--- config.mk ---
export PLATFORM = sky130hd
export DESIGN_NAME = aavr_cordic_cell
export DESIGN_NICKNAME = d
export VERILOG_FILES = /design/src/rtl/aavr_pkg.sv /design/src/rtl/aavr_cordic_cell.sv
export SDC_FILE = /design/constraint.sdc
export NUM_CORES = 1
export LEC_CHECK = 0
export BUFFER_PORTS_ARGS = -buffer_cell sky130_fd_sc_hd__buf_2
export CAP_MARGIN = 20
export CORE_AREA = 4 4 229 231
export CTS_CLUSTER_DIAMETER = 100
export DETAILED_ROUTE_END_ITERATION = 10
export DIE_AREA = 0 0 233 235
export GPL_TIMING_DRIVEN = 0
export PLACE_DENSITY = 0.53
export SLEW_MARGIN = 10
export SYNTH_ARGS = -nofsm -noshare
export SYNTH_HDL_FRONTEND = slang
export SYNTH_SLANG_ARGS = --single-unit
--- constraint.sdc ---
create_clock -name clock -period 14.9 [get_ports clock]
set_input_delay 1.49 -clock clock [delete_from_list [all_inputs] [get_ports clock]]
set_output_delay 1.49 -clock clock [all_outputs]
set_load 0.05 [all_outputs]
--- src/rtl/aavr_pkg.sv ---
package aavr_pkg;

   // constants; ONE_Q30 and CORDIC_GAIN are q1.30
   localparam logic signed [33:0] ONE_Q30     = 34'sd1073741824;
   localparam logic signed [33:0] CORDIC_GAIN = 34'sd652032874;
   localparam logic signed [39:0] MAG_LIMIT   = 40'sd4294967295;
   localparam logic signed [66:0] ROUND_HALF  = 67'sd536870912;
   localparam logic signed [39:0] SAT_MAX     = 40'sd2147483647;
   localparam logic signed [39:0] SAT_MIN     = -40'sd2147483648;
   localparam int unsigned        MAX_CELLS   = 30;

   // quadrant codes
   localparam logic [1:0] QUAD_0 = 2'd0;
   localparam logic [1:0] QUAD_1 = 2'd1;
   localparam logic [1:0] QUAD_2 = 2'd2;
   localparam logic [1:0] QUAD_3 = 2'd3;

   // item travelling down the cordic cells
   typedef struct packed {
      logic              valid;
      logic [1:0]        quad;
      logic signed [33:0] x;
      logic signed [33:0] y;
      logic signed [33:0] z;
      logic [2:0][31:0]  vec;
      logic [2:0][31:0]  axis;
   } cordic_item_type;

   // finished result leaving the arithmetic stages
   typedef struct packed {
      logic             valid;
      logic [2:0][31:0] rot;
   } result_type;

   // atan(2^-i) in units of 2^-32 turn
   function automatic logic signed [33:0] atan_turn(input int unsigned idx);
      logic signed [33:0] val;
      unique case (idx)
         0:  val = 34'sh20000000;
         1:  val = 34'sh12E4051E;
         2:  val = 34'sh09FB385B;
         3:  val = 34'sh051111D4;
         4:  val = 34'sh028B0D43;
         5:  val = 34'sh0145D7E1;
         6:  val = 34'sh00A2F61E;
         7:  val = 34'sh00517C55;
         8:  val = 34'sh0028BE53;
         9:  val = 34'sh00145F2F;
         10: val = 34'sh000A2F98;
         11: val = 34'sh000517CC;
         12: val = 34'sh00028BE6;
         13: val = 34'sh000145F3;
         14: val = 34'sh0000A2FA;
         15: val = 34'sh0000517D;
         16: val = 34'sh000028BE;
         17: val = 34'sh0000145F;
         18: val = 34'sh00000A30;
         19: val = 34'sh00000518;
         20: val = 34'sh0000028C;
         21: val = 34'sh00000146;
         22: val = 34'sh000000A3;
         23: val = 34'sh00000051;
         24: val = 34'sh00000029;
         25: val = 34'sh00000014;
         26: val = 34'sh0000000A;
         27: val = 34'sh00000005;
         28: val = 34'sh00000003;
         29: val = 34'sh00000001;
         default: val = 34'sh0;
      endcase
      return val;
   endfunction

   // sign extensions
   function automatic logic signed [39:0] ext40(input logic [31:0] v);
      return {{8{v[31]}}, v};
   endfunction

   function automatic logic signed [33:0] ext34(input logic [31:0] v);
      return {{2{v[31]}}, v};
   endfunction

   // q16.16 (or wider) times q1.30, operand clamped, rounded half up
   function automatic logic signed [39:0] mul_q30(input logic signed [39:0] p,
                                                  input logic signed [33:0] w);
      logic signed [32:0] pc;
      logic signed [66:0] prod;
      if (p > MAG_LIMIT) begin
         pc = MAG_LIMIT[32:0];
      end else if (p < -MAG_LIMIT) begin
         pc = -MAG_LIMIT[32:0];
      end else begin
         pc = p[32:0];
      end
      prod = pc * w + ROUND_HALF;
      return {{3{prod[66]}}, prod[66:30]};
   endfunction

endpackage

--- src/rtl/aavr_cordic_cell.sv ---
module aavr_cordic_cell #(
   parameter int unsigned SHIFT = 0
) (
   input  logic                     clock,
   input  logic                     reset,
   input  logic                     enable,
   input  aavr_pkg::cordic_item_type cell_in,
   output aavr_pkg::cordic_item_type cell_out
);
   import aavr_pkg::*;

   localparam logic signed [33:0] ATAN = atan_turn(SHIFT);

   cordic_item_type item_ff, item_in;
   logic signed [33:0] dx, dy;

   // one micro-rotation, direction from the sign of z
   always_comb begin
      dx      = cell_in.y >>> SHIFT;
      dy      = cell_in.x >>> SHIFT;
      item_in = cell_in;
      if (!cell_in.z[33]) begin
         item_in.x = cell_in.x - dx;
         item_in.y = cell_in.y + dy;
         item_in.z = cell_in.z - ATAN;
      end else begin
         item_in.x = cell_in.x + dx;
         item_in.y = cell_in.y - dy;
         item_in.z = cell_in.z + ATAN;
      end
   end

   always_ff @(posedge clock) begin
      if (reset) begin
         item_ff.valid <= 1'b0;
      end else if (enable) begin
         item_ff <= item_in;
      end
   end

   assign cell_out = item_ff;
endmodule

==> impl_results.rst, run 1 <==
.. list-table::
   :header-rows: 1

   * - Metric
     - Value
   * - Number of violations reported at the end of detailed-routing iteration 0
     - 1044
   * - Maximum fanout along the worst path
     - 10
   * - Vias in the first global route
     - 12300
   * - Area growth, synth to finish
     - 35.7%
   * - Cell accounting for the most synthesized area
     - edfxtp_1
   * - Distinct cell type count of the synthesized netlist
     - 70
   * - X dimension of the die
     - 233 µm
   * - Total Negative Setup Slacks
     - 0 ns
   * - Number of flops mapped to enable cells by yosys
     - 295
   * - Setup repair after global routing missed its margin
     - false
   * - DPL Wire Length
     - 55900 µm
   * - Part of the power in combinational logic
     - 0.259
   * - Final clock period utilization by the worst path
     - 0.297
   * - Sort of element at the end of the critical path
     - flop
   * - Post-synth ARST share
     - 0
   * - Most numerous cell types in the synthesized netlist
     - edfxtp_1, a21oi_1, inv_1
   * - Internal power
     - 1660 µW
   * - Relative max-transition margin
     - 0.292
   * - Switching Share
     - 0.346
   * - Most area-consuming cells after synthesis
     - edfxtp_1, ha_1, a21oi_1, xnor2_1, inv_1
   * - Fraction of the yosys area taken by sequential cells
     - 0.604
   * - Clock tree root buffer cell
     - clkbuf_16
   * - Count of hold-fix buffers inserted at cts
     - 0
   * - I/O pin count
     - 597
   * - Number of cells produced by synthesis
     - 1184
   * - Pwr Density
     - 127 mW/mm²
   * - Type of the worst setup path
     - in -> reg
   * - Clock Pin Slew Worst Setup and Hold Paths
     - 0.06 ns
   * - Via count
     - 12400
   * - Filler cell count
     - 5056
   * - Max H-tree Level
     - 2
   * - Max Buffers Root-to-Sink
     - 3
   * - Synthesized flop and latch total
     - 296
   * - Max reg flops
     - 296
   * - Leakage component of the power
     - 0.00856 µW
   * - Antenna-violating nets left
     - 0
   * - Port buffer count
     - 595
   * - Total Die Area
     - 0.0548 mm²
   * - Arrival @ worst endpoint
     - 4.71 ns
   * - NumNets Final
     - 2235
   * - Most common cell in the synthesized netlist
     - edfxtp_1
   * - TritonCTS clock tree
     - done
   * - Initial standard-cell utilization of the core
     - 0.294
   * - Area occupied by multi-input gates
     - 0.00522 mm²
   * - Final number of max-transition violations
     - 0
   * - DR pass1 iterations
     - 6
   * - First-pass GRT wire length
     - 91200 µm
   * - Power share of the sequential group
     - 0.401
   * - Tightest Pin Transition
     - 1.06 ns
   * - Worst ir drop on vdd
     - 69.6 µV
   * - Wire length after detailed routing
     - 67200 µm
   * - Synthesized netlist net count
     - 1590
   * - Number of setup buffers added after CTS
     - 0
   * - Number of buffers created by CTS
     - 37
   * - CTS sink cnt
     - 296
   * - Max-cap violation count
     - 0
   * - Data required, critical path
     - 15.18 ns
   * - Via count normalized by instance count
     - 4.89
   * - Antenna violations before repair
     - 30
   * - Post-Route Utilization
     - 0.398
   * - GRT Overall Usage
     - 0.233
   * - Fraction of layout instances using a drive strength above 1
     - 0.373
   * - Largest net degree at the start of global routing
     - 32
   * - Overflow left after global routing
     - 0
   * - Core Area
     - 0.0501 mm²
   * - Most used DFF post-synth
     - edfxtp_1
   * - Drc violations
     - 0
   * - Peak Freq
     - 0.226 GHz
   * - Insertion delay to the later sink of the worst-skew pair
     - 0.55 ns
   * - Sequential cell area
     - 0.00888 mm²
   * - Final clock skew
     - 0 ns
   * - Num rows
     - 82
   * - Routability Congestion
     - 0.941
   * - Number of gates resized after CTS
     - 0
   * - Netlist area before placement
     - 0.0147 mm²
   * - Switching Power
     - 879 µW
   * - Fraction of post-synthesis cell area in the top cell type by area
     - 0.603
   * - Height of the die
     - 235 µm
   * - Path type of the worst min-delay path
     - reg -> reg
   * - Minimum period implied by the final worst setup slack
     - 4.43 ns
   * - Outcome
     - finished, final reports clean
   * - Avg Inst Size Synth
     - 12.4 µm²
   * - Yosys synthesis warning count
     - 0
   * - Startpoint type of the worst setup path
     - input port
   * - Mean routed wirelength per cell
     - 26.4 µm
   * - Setup violations, final
     - 0
   * - Hold violation total from the final report
     - 0
   * - Clk pwr share
     - 0.339
[metrics by stage]
stage / cell area, µm² / power [µW] / hold WS (ns) / std cells / setup WS [ns]
3_3_place_gp: 18500 / 1700 / 0.481 / 2451 / 1.82
2_1_floorplan: 14700 / 1470 / 0.733 / 1184 / 5.30
3_5_place_dp: 18800 / 1690 / 0.491 / 2462 / 10.00
4_1_cts: 19900 / 2570 / 0.505 / 2528 / 10.59
6_report: 19900 / 2540 / 0.508 / 2540 / 10.47
5_1_grt: 19900 / 2650 / 0.567 / 2533 / 10.44
[cell type report]
type | instances | share of cell area
diodes | 12 | 0.00151
repair buffers | 606 | 0.161
flip-flops and latches | 296 | 0.445
clock buffers | 45 | 0.0490
multi-input cells | 735 | 0.262
inverters | 108 | 0.0203
well taps | 672 | 0.0422
clock inverters | 21 | 0.00878
plain buffers | 45 | 0.00985
[power by group through the flow]
stage          registers, µW  clock network [µW]  logic (µW)
2_1_floorplan           1270                   0         203
3_3_place_gp            1050                   0         651
3_5_place_dp            1040                   0         657
4_1_cts                 1020                 892         661
5_1_grt                 1030                 928         693
6_report                1020                 862         659
[worst paths after layout]
path	startpoint	to	slack (ns)	depth (start not counted)
worst max-delay path	cell_in[228]	cell_out[254]	10.47	13
worst min-delay path	cell_out[296]	cell_out[296]	0.51	2
worst max register to register	cell_out[296]	cell_out[296]	14.32	2
worst min register to register	cell_out[296]	cell_out[296]	0.51	2
[worst max-delay path, stage by stage]
cell and delay, ns:
buf_2 0.10, inv_1 0.04, ha_1 0.30, buf_2 0.19, nor2b_1 0.17, o21ai_0 0.22, nand3_1 0.23, and2_1 0.32
a221oi_1 0.76, o21ai_1 0.28, and2_1 0.23, a31oi_1 0.26, xnor2_1 0.10
[layer usage]
metal,share of wire,GRT usage,vias up
li1,-,-,5654
met1,0.40,0.287,6034
met2,0.48,0.388,580
met3,0.095,0.0756,115
met4,0.030,0.0726,28
met5,0.0027,0,-
[cells by family after synthesis]
family          Yosys count  share of synthesized area
buf+inv                 153                     0.0409
flops                   296                      0.604
compound gates          329                      0.140
fa+ha+maj               106                     0.0923
mux                      19                     0.0129
xor+xnor                 67                     0.0399
simple gates            214                     0.0702
[placed cells by master (no fill, tap or decap), types with 5 or more instances in the layout]
cell       instances
inv_1            103
edfxtp_1         295
nor2_1            67
a21oi_1          127
and2_1             6
o31ai_1            7
buf_1              5
nand2b_1           6
nand2_1           52
o21bai_1          26
clkbuf_16         38
nand3_1           11
clkbuf_1          29
ha_1             102
nor3_1            18
nand4_1           14
buf_2            611
a21o_1            13
xor2_1            12
o21ai_0           68
clkinv_1           8
mux2i_1           19
diode_2           12
xnor2_1           55
o21a_1             9
o211ai_1           8
nor2b_1           13
clkinv_2           8
a211oi_1           6
buf_12             8
a31oi_1           14
Power figures use the tool's default switching activity.
==> inputs of run 2 (changes only) <==
--- a/config.mk
+++ b/config.mk
@@ -5,14 +5,15 @@
 export SDC_FILE = /design/constraint.sdc
 export NUM_CORES = 1
 export LEC_CHECK = 0
+export ABC_AREA = 1
 export BUFFER_PORTS_ARGS = -buffer_cell sky130_fd_sc_hd__buf_2
 export CAP_MARGIN = 20
-export CORE_AREA = 4 4 229 231
+export CORE_AREA = 4 4 233 235
 export CTS_CLUSTER_DIAMETER = 100
 export DETAILED_ROUTE_END_ITERATION = 10
-export DIE_AREA = 0 0 233 235
+export DIE_AREA = 0 0 237 239
 export GPL_TIMING_DRIVEN = 0
-export PLACE_DENSITY = 0.53
+export PLACE_DENSITY = 0.52
 export SLEW_MARGIN = 10
 export SYNTH_ARGS = -nofsm -noshare
 export SYNTH_HDL_FRONTEND = slang
==> constraint.sdc (replaced) <==
create_clock -name clock -period 4.2 [get_ports clock]
set_input_delay 0.42 -clock clock [delete_from_list [all_inputs] [get_ports clock]]
set_output_delay 0.42 -clock clock [all_outputs]
set_load 0.05 [all_outputs]
==> run 2 against run 1 <==
Effect of this change:
- non-clock buffer count increased by 6
- largest power group unchanged
- flip-flop and latch count stayed put
- critical endpoint unchanged
- sequential power rose to 3.5 times the previous value
- power grew to 3.7 times the previous value
==> impl_results.rst, run 2 <==
.. list-table::
   :header-rows: 1

   * - Metric
     - Value
   * - Outcome
     - finished, final reports clean
   * - Tightest Pin Transition
     - 1.16 ns
   * - Fraction of layout instances using a drive strength above 1
     - 0.296
   * - NumNets Final
     - 2759
   * - Cell accounting for the most synthesized area
     - edfxtp_1
   * - Port buffer count
     - 595
   * - Number of violations reported at the end of detailed-routing iteration 0
     - 1056
   * - Final clock skew
     - 0 ns
   * - Most area-consuming cells after synthesis
     - edfxtp_1, nand2_1, ha_1, inv_1, nand3_1
   * - Mean routed wirelength per cell
     - 25.3 µm
   * - Fraction of post-synthesis cell area in the top cell type by area
     - 0.551
   * - Pwr Density
     - 435 mW/mm²
   * - Leading cell type in the layout, fill and taps excluded
     - buf_2
   * - Vias in the first global route
     - 15100
   * - Max-cap violation count
     - 0
   * - Sort of element at the end of the critical path
     - flop
   * - Core Area
     - 0.0522 mm²
   * - Synthesized netlist net count
     - 2103
   * - Number of cells produced by synthesis
     - 1697
   * - Wire length after detailed routing
     - 77700 µm
   * - Number of gates resized after CTS
     - 0
   * - Final setup margin
     - 1.66 ns
   * - DPL Wire Length
     - 65500 µm
   * - Routability Congestion
     - 0.951
   * - CTS sink cnt
     - 296
   * - Data required, critical path
     - 4.49 ns
   * - Distinct cell type count of the synthesized netlist
     - 42
   * - Number of buffers created by CTS
     - 39
   * - Final clock period utilization by the worst path
     - 0.604
   * - Most common cell in the synthesized netlist
     - nand2_1
   * - Minimum period implied by the final worst setup slack
     - 2.54 ns
   * - Post-synth ARST share
     - 0
   * - Largest net degree at the start of global routing
     - 35
   * - First-pass GRT wire length
     - 107000 µm
   * - Arrival @ worst endpoint
     - 2.83 ns
   * - GRT Overall Usage
     - 0.261
   * - Synthesized flop and latch total
     - 296
   * - Startpoint type of the worst setup path
     - input port
   * - Most numerous cell types in the synthesized netlist
     - nand2_1, edfxtp_1, inv_1
   * - Sequential cell area
     - 0.00888 mm²
   * - Peak Freq
     - 0.394 GHz
   * - Num rows
     - 84
   * - Clock tree root buffer cell
     - clkbuf_16
   * - Path type of the worst min-delay path
     - in -> reg
   * - Hold violation total from the final report
     - 0
   * - Insertion delay to the later sink of the worst-skew pair
     - 0.56 ns
   * - Non-Filler Cell Area, Final
     - 0.0215 mm²
   * - Type of the worst setup path
     - in -> reg
   * - Initial standard-cell utilization of the core
     - 0.308
   * - Final number of max-transition violations
     - 0
   * - Overflow left after global routing
     - 0
   * - Maximum fanout along the worst path
     - 4
   * - Max reg flops
     - 296
   * - Setup violations, final
     - 0
   * - Number of flops mapped to enable cells by yosys
     - 295
   * - Area occupied by multi-input gates
     - 0.00619 mm²
   * - Area growth, synth to finish
     - 33.9%
   * - Antenna-violating nets left
     - 0
   * - Max Buffers Root-to-Sink
     - 3
   * - Setup repair after global routing missed its margin
     - false
   * - Total Die Area
     - 0.0566 mm²
   * - Most used DFF post-synth
     - edfxtp_1
   * - Via count normalized by instance count
     - 4.94
   * - Leakage component of the power
     - 0.00997 µW
   * - Max H-tree Level
     - 2
   * - Fraction of the yosys area taken by sequential cells
     - 0.552
   * - Height of the die
     - 239 µm
   * - Via count
     - 15200
   * - DR pass1 iterations
     - 5
   * - Netlist area before placement
     - 0.0161 mm²
   * - X dimension of the die
     - 237 µm
   * - Drc violations
     - 0
   * - Relative max-transition margin
     - 0.228
   * - Post-Place Setup Slack
     - 1.16 ns
   * - Filler cell count
     - 5208
   * - Commonest cells after routing, fill and taps aside
     - buf_2, nand2_1, edfxtp_1, inv_1, nand3_1
   * - Cell area after placement
     - 0.0202 mm²
   * - TritonCTS clock tree
     - done
   * - Avg Inst Size Synth
     - 9.47 µm²
   * - Antenna violations before repair
     - 25
   * - Tightest hold margin
     - 0.0319 ns
   * - Worst ir drop on vdd
     - 262 µV
   * - I/O pin count
     - 597
   * - Clock Pin Slew Worst Setup and Hold Paths
     - 0.06 ns
   * - Yosys synthesis warning count
     - 0
[run 2: changes by cell type after synthesis, sizes merged, moves of 18 or more]
cell | before | now
xnor2 | 55 | 1
o21ai | 72 | 98
inv | 104 | 206
nand2 | 52 | 406
mux2i | 19 | 1
nand3 | 11 | 150
nor2 | 67 | 145
[run 2: layout make-up]
cell class,instances,share of cell area
inverter,208,0.0369
timing repair buffer,615,0.154
tap,688,0.0400
sequential,296,0.413
clock buffer,45,0.0464
multi-input combinational,1151,0.288
clock inverter,25,0.0112
antenna,6,0.000698
buffer,42,0.0106
[run 2: repair_timing]
action | in CTS | in global routing
setup buffers | 0 | 0
endpoints found under the setup margin | 0 | 0
hold buffers | 9 | 0
hold endpoints to repair | 9 | 0
[run 2: critical path, cell delays in order]
cell and delay [ns]:
buf_2 0.11, inv_1 0.04, ha_1 0.29, fa_1 0.47
o21ai_0 0.49, a21oi_1 0.14, o21ai_0 0.36, nand2_1 0.18
nand2_1 0.10, nand2_1 0.05, nand3_1 0.06, nand2_1 0.11
[run 2: worst paths after layout]
kind | slack [ns] | start | to | cells past startpoint
worst max-delay path | 1.66 | cell_in[226] | cell_out[254] | 12
worst min-delay path | 0.03 | cell_in[151] | cell_out[151] | 1
worst max register to register | 3.64 | cell_out[296] | cell_out[296] | 2
worst min register to register | 0.47 | cell_out[296] | cell_out[296] | 2
[run 2: kinds of logic (layout without fill, tap and decap cells)]
group | count (synthesis) | in the layout | share of synthesized area
flops | 296 | 296 | 0.552
compound gates | 277 | 277 | 0.0940
other cells | 0 | 6 | 0
simple gates | 737 | 737 | 0.189
mux | 1 | 1 | 0.000623
xor+xnor | 30 | 30 | 0.0163
fa+ha+maj | 106 | 106 | 0.0844
buf+inv | 250 | 935 | 0.0627
[run 2: power by group]
group          switching (µW)  leakage (µW)  internal (µW)  total [µW]
clock                    1380      0.000597           1900        3280
combinational            1890       0.00660            609        2490
sequential               58.8       0.00277           3520        3580
total                    3320       0.00997           6040        9360
[run 2: routing by layer]
metal  wire length (µm)  part of all wire  GRT usage
met1              30100              0.39      0.309
met5                110            0.0014          0
met3               5120             0.066     0.0550
met2              40200              0.52      0.483
met4               2170             0.028     0.0658
[run 2: stage by stage]
step | instances | util | total power (µW) | setup TNS (ns)
after floorplan | 1697 | - | 5250 | -297.53
after global placement | 2980 | 0.382 | 6110 | -906.69
after detailed placement | 2991 | 0.386 | 6120 | 0
after CTS | 3070 | 0.412 | 9440 | 0
after global routing | 3070 | 0.412 | 9740 | 0
final | 3076 | 0.412 | 9360 | 0
==> inputs of run 3 (changes only) <==
==> constraint.sdc (replaced) <==
create_clock -name clock -period 2.6 [get_ports clock]
set_input_delay 0.26 -clock clock [delete_from_list [all_inputs] [get_ports clock]]
set_output_delay 0.26 -clock clock [all_outputs]
set_load 0.05 [all_outputs]
==> run 3 against run 2 <==
Effect of this change:
- clock skew did not move
- clock-buffer cell count did not move
- clock power rose by 62%
- register-to-register slack got worse by 2.2 ns
- largest cell class unchanged
- largest power group unchanged
==> impl_results.rst, run 3 (synthesis gave the netlist of run 2 again) <==
.. list-table::
   :header-rows: 1

   * - Metric
     - Value
   * - Outcome
     - finished, final reports clean
   * - CTS sink cnt
     - 296
   * - Area growth, synth to finish
     - 47.4%
   * - DPL Wire Length
     - 65500 µm
   * - Fraction of layout instances using a drive strength above 1
     - 0.272
   * - Maximum fanout along the worst path
     - 4
   * - Post-Place Setup Slack
     - -0.280 ns
   * - NumNets Final
     - 2976
   * - Worst ir drop on vdd
     - 423 µV
   * - Tightest Pin Transition
     - 1.11 ns
   * - Final number of max-transition violations
     - 0
   * - Pwr Density
     - 652 mW/mm²
   * - Num rows
     - 84
   * - Number of buffers created by CTS
     - 39
   * - Number of violations reported at the end of detailed-routing iteration 0
     - 1096
   * - Max H-tree Level
     - 2
   * - Max reg flops
     - 296
   * - Max Buffers Root-to-Sink
     - 3
   * - Insertion delay to the later sink of the worst-skew pair
     - 0.56 ns
   * - Drc violations
     - 0
   * - Placed Cells incl. Taps
     - 2991
   * - Leakage component of the power
     - 0.0109 µW
   * - Setup repair after global routing missed its margin
     - false
   * - Clock tree root buffer cell
     - clkbuf_16
   * - Number of setup buffers added after CTS
     - 0
   * - Final clock skew
     - 0 ns
   * - TritonCTS clock tree
     - done
   * - First-pass GRT wire length
     - 111000 µm
   * - Total Die Area
     - 0.0566 mm²
   * - Layout Cells excl Fill
     - 3295
   * - Wire length after detailed routing
     - 79400 µm
   * - DR pass1 iterations
     - 7
   * - Number of gates resized after CTS
     - 0
   * - Leading cell type in the layout, fill and taps excluded
     - buf_2
   * - Routability Congestion
     - 0.951
   * - Max-cap violation count
     - 0
   * - Sort of element at the end of the critical path
     - flop
   * - Data required, critical path
     - 2.89 ns
   * - GRT Overall Usage
     - 0.268
   * - Post-Route Utilization
     - 0.454
   * - Mean routed wirelength per cell
     - 24.1 µm
   * - Via count normalized by instance count
     - 4.86
   * - Peak Freq
     - 0.419 GHz
   * - Startpoint type of the worst setup path
     - input port
   * - Hold violation total from the final report
     - 0
   * - Filler cell count
     - 5017
   * - Commonest cells after routing, fill and taps aside
     - buf_2, nand2_1, edfxtp_1, dlygate4sd3_1, inv_1
   * - Antenna violations before repair
     - 16
   * - Final clock period utilization by the worst path
     - 0.918
   * - Port buffer count
     - 595
   * - Relative max-transition margin
     - 0.261
   * - Via count
     - 16000
   * - Clock Pin Slew Worst Setup and Hold Paths
     - 0.05 ns
   * - Final setup margin
     - 0.214 ns
   * - Antenna-violating nets left
     - 0
   * - Largest net degree at the start of global routing
     - 35
   * - Initial standard-cell utilization of the core
     - 0.308
   * - X dimension of the die
     - 237 µm
   * - Tightest hold margin
     - 0.112 ns
   * - Minimum period implied by the final worst setup slack
     - 2.39 ns
   * - Type of the worst setup path
     - in -> reg
   * - Arrival @ worst endpoint
     - 2.68 ns
   * - Vias in the first global route
     - 16100
   * - Overflow left after global routing
     - 0
   * - I/O pin count
     - 597
   * - Core Area
     - 0.0522 mm²
   * - Path type of the worst min-delay path
     - in -> reg
   * - Setup violations, final
     - 0
   * - Height of the die
     - 239 µm
-- run 3: changes by cell type in the layout (fill, tap and decap cells not counted) --
cell,before,now
dlygate4sd3_1,9,226
diode_2,6,8
-- run 3: critical path: stages --
cell,delay [ns]
buf_2,0.11
inv_1,0.04
ha_1,0.29
fa_1,0.48
o21ai_0,0.47
a21oi_1,0.14
o21ai_0,0.37
nand2_1,0.19
nand2_1,0.10
nand2_1,0.05
nand3_1,0.06
nand2_1,0.11
-- run 3: area by class of cell --
type	count	area, µm²	area share
inverter	208	793	0.0335
tap	688	861	0.0363
clock buffer	45	998	0.0421
multi-input combinational	1151	6190	0.261
buffer	42	228	0.00961
antenna	8	20.0	0.000845
clock inverter	25	240	0.0101
timing repair buffer	832	5480	0.231
sequential	296	8880	0.375
-- run 3: repair_timing --
item                                   4_1_cts  5_1_grt
hold buffers                               226        0
endpoints found under the hold margin      225        0
setup endpoints to repair                    0        0
-- run 3: final timing paths --
check,from,end,slack (ns),depth (start not counted)
setup / recovery,cell_in[226],cell_out[254],0.21,12
hold / removal,cell_in[222],cell_out[222],0.11,2
setup reg to reg,cell_out[296],cell_out[296],1.45,3
hold reg to reg,cell_out[296],cell_out[296],1.05,3
-- run 3: through the flow --
step / area (µm²) / power (µW) / TNS (ns)
CTS: 23700 / 15600 / 0
global placement: 19900 / 9870 / -1334.67
finish: 23700 / 15400 / 0
detailed placement: 20200 / 9880 / -3.34
global route: 23700 / 16100 / 0
floorplan: 16100 / 8490 / -722.33
-- run 3: layer usage --
| metal | up-vias | global-route usage | wire (µm) |
|---|---|---|---|
| met5 | - | 0 | 41 |
| met4 | 6 | 0.0938 | 2970 |
| met3 | 144 | 0.0528 | 4990 |
| met2 | 673 | 0.485 | 40300 |
| met1 | 7673 | 0.319 | 31000 |
| li1 | 7517 | - | - |
-- run 3: report_power, final --
group	total [µW]	switching [µW]	internal, µW
logic	4330	3140	1200
clock network	5320	2240	3070
registers	5790	96.5	5690
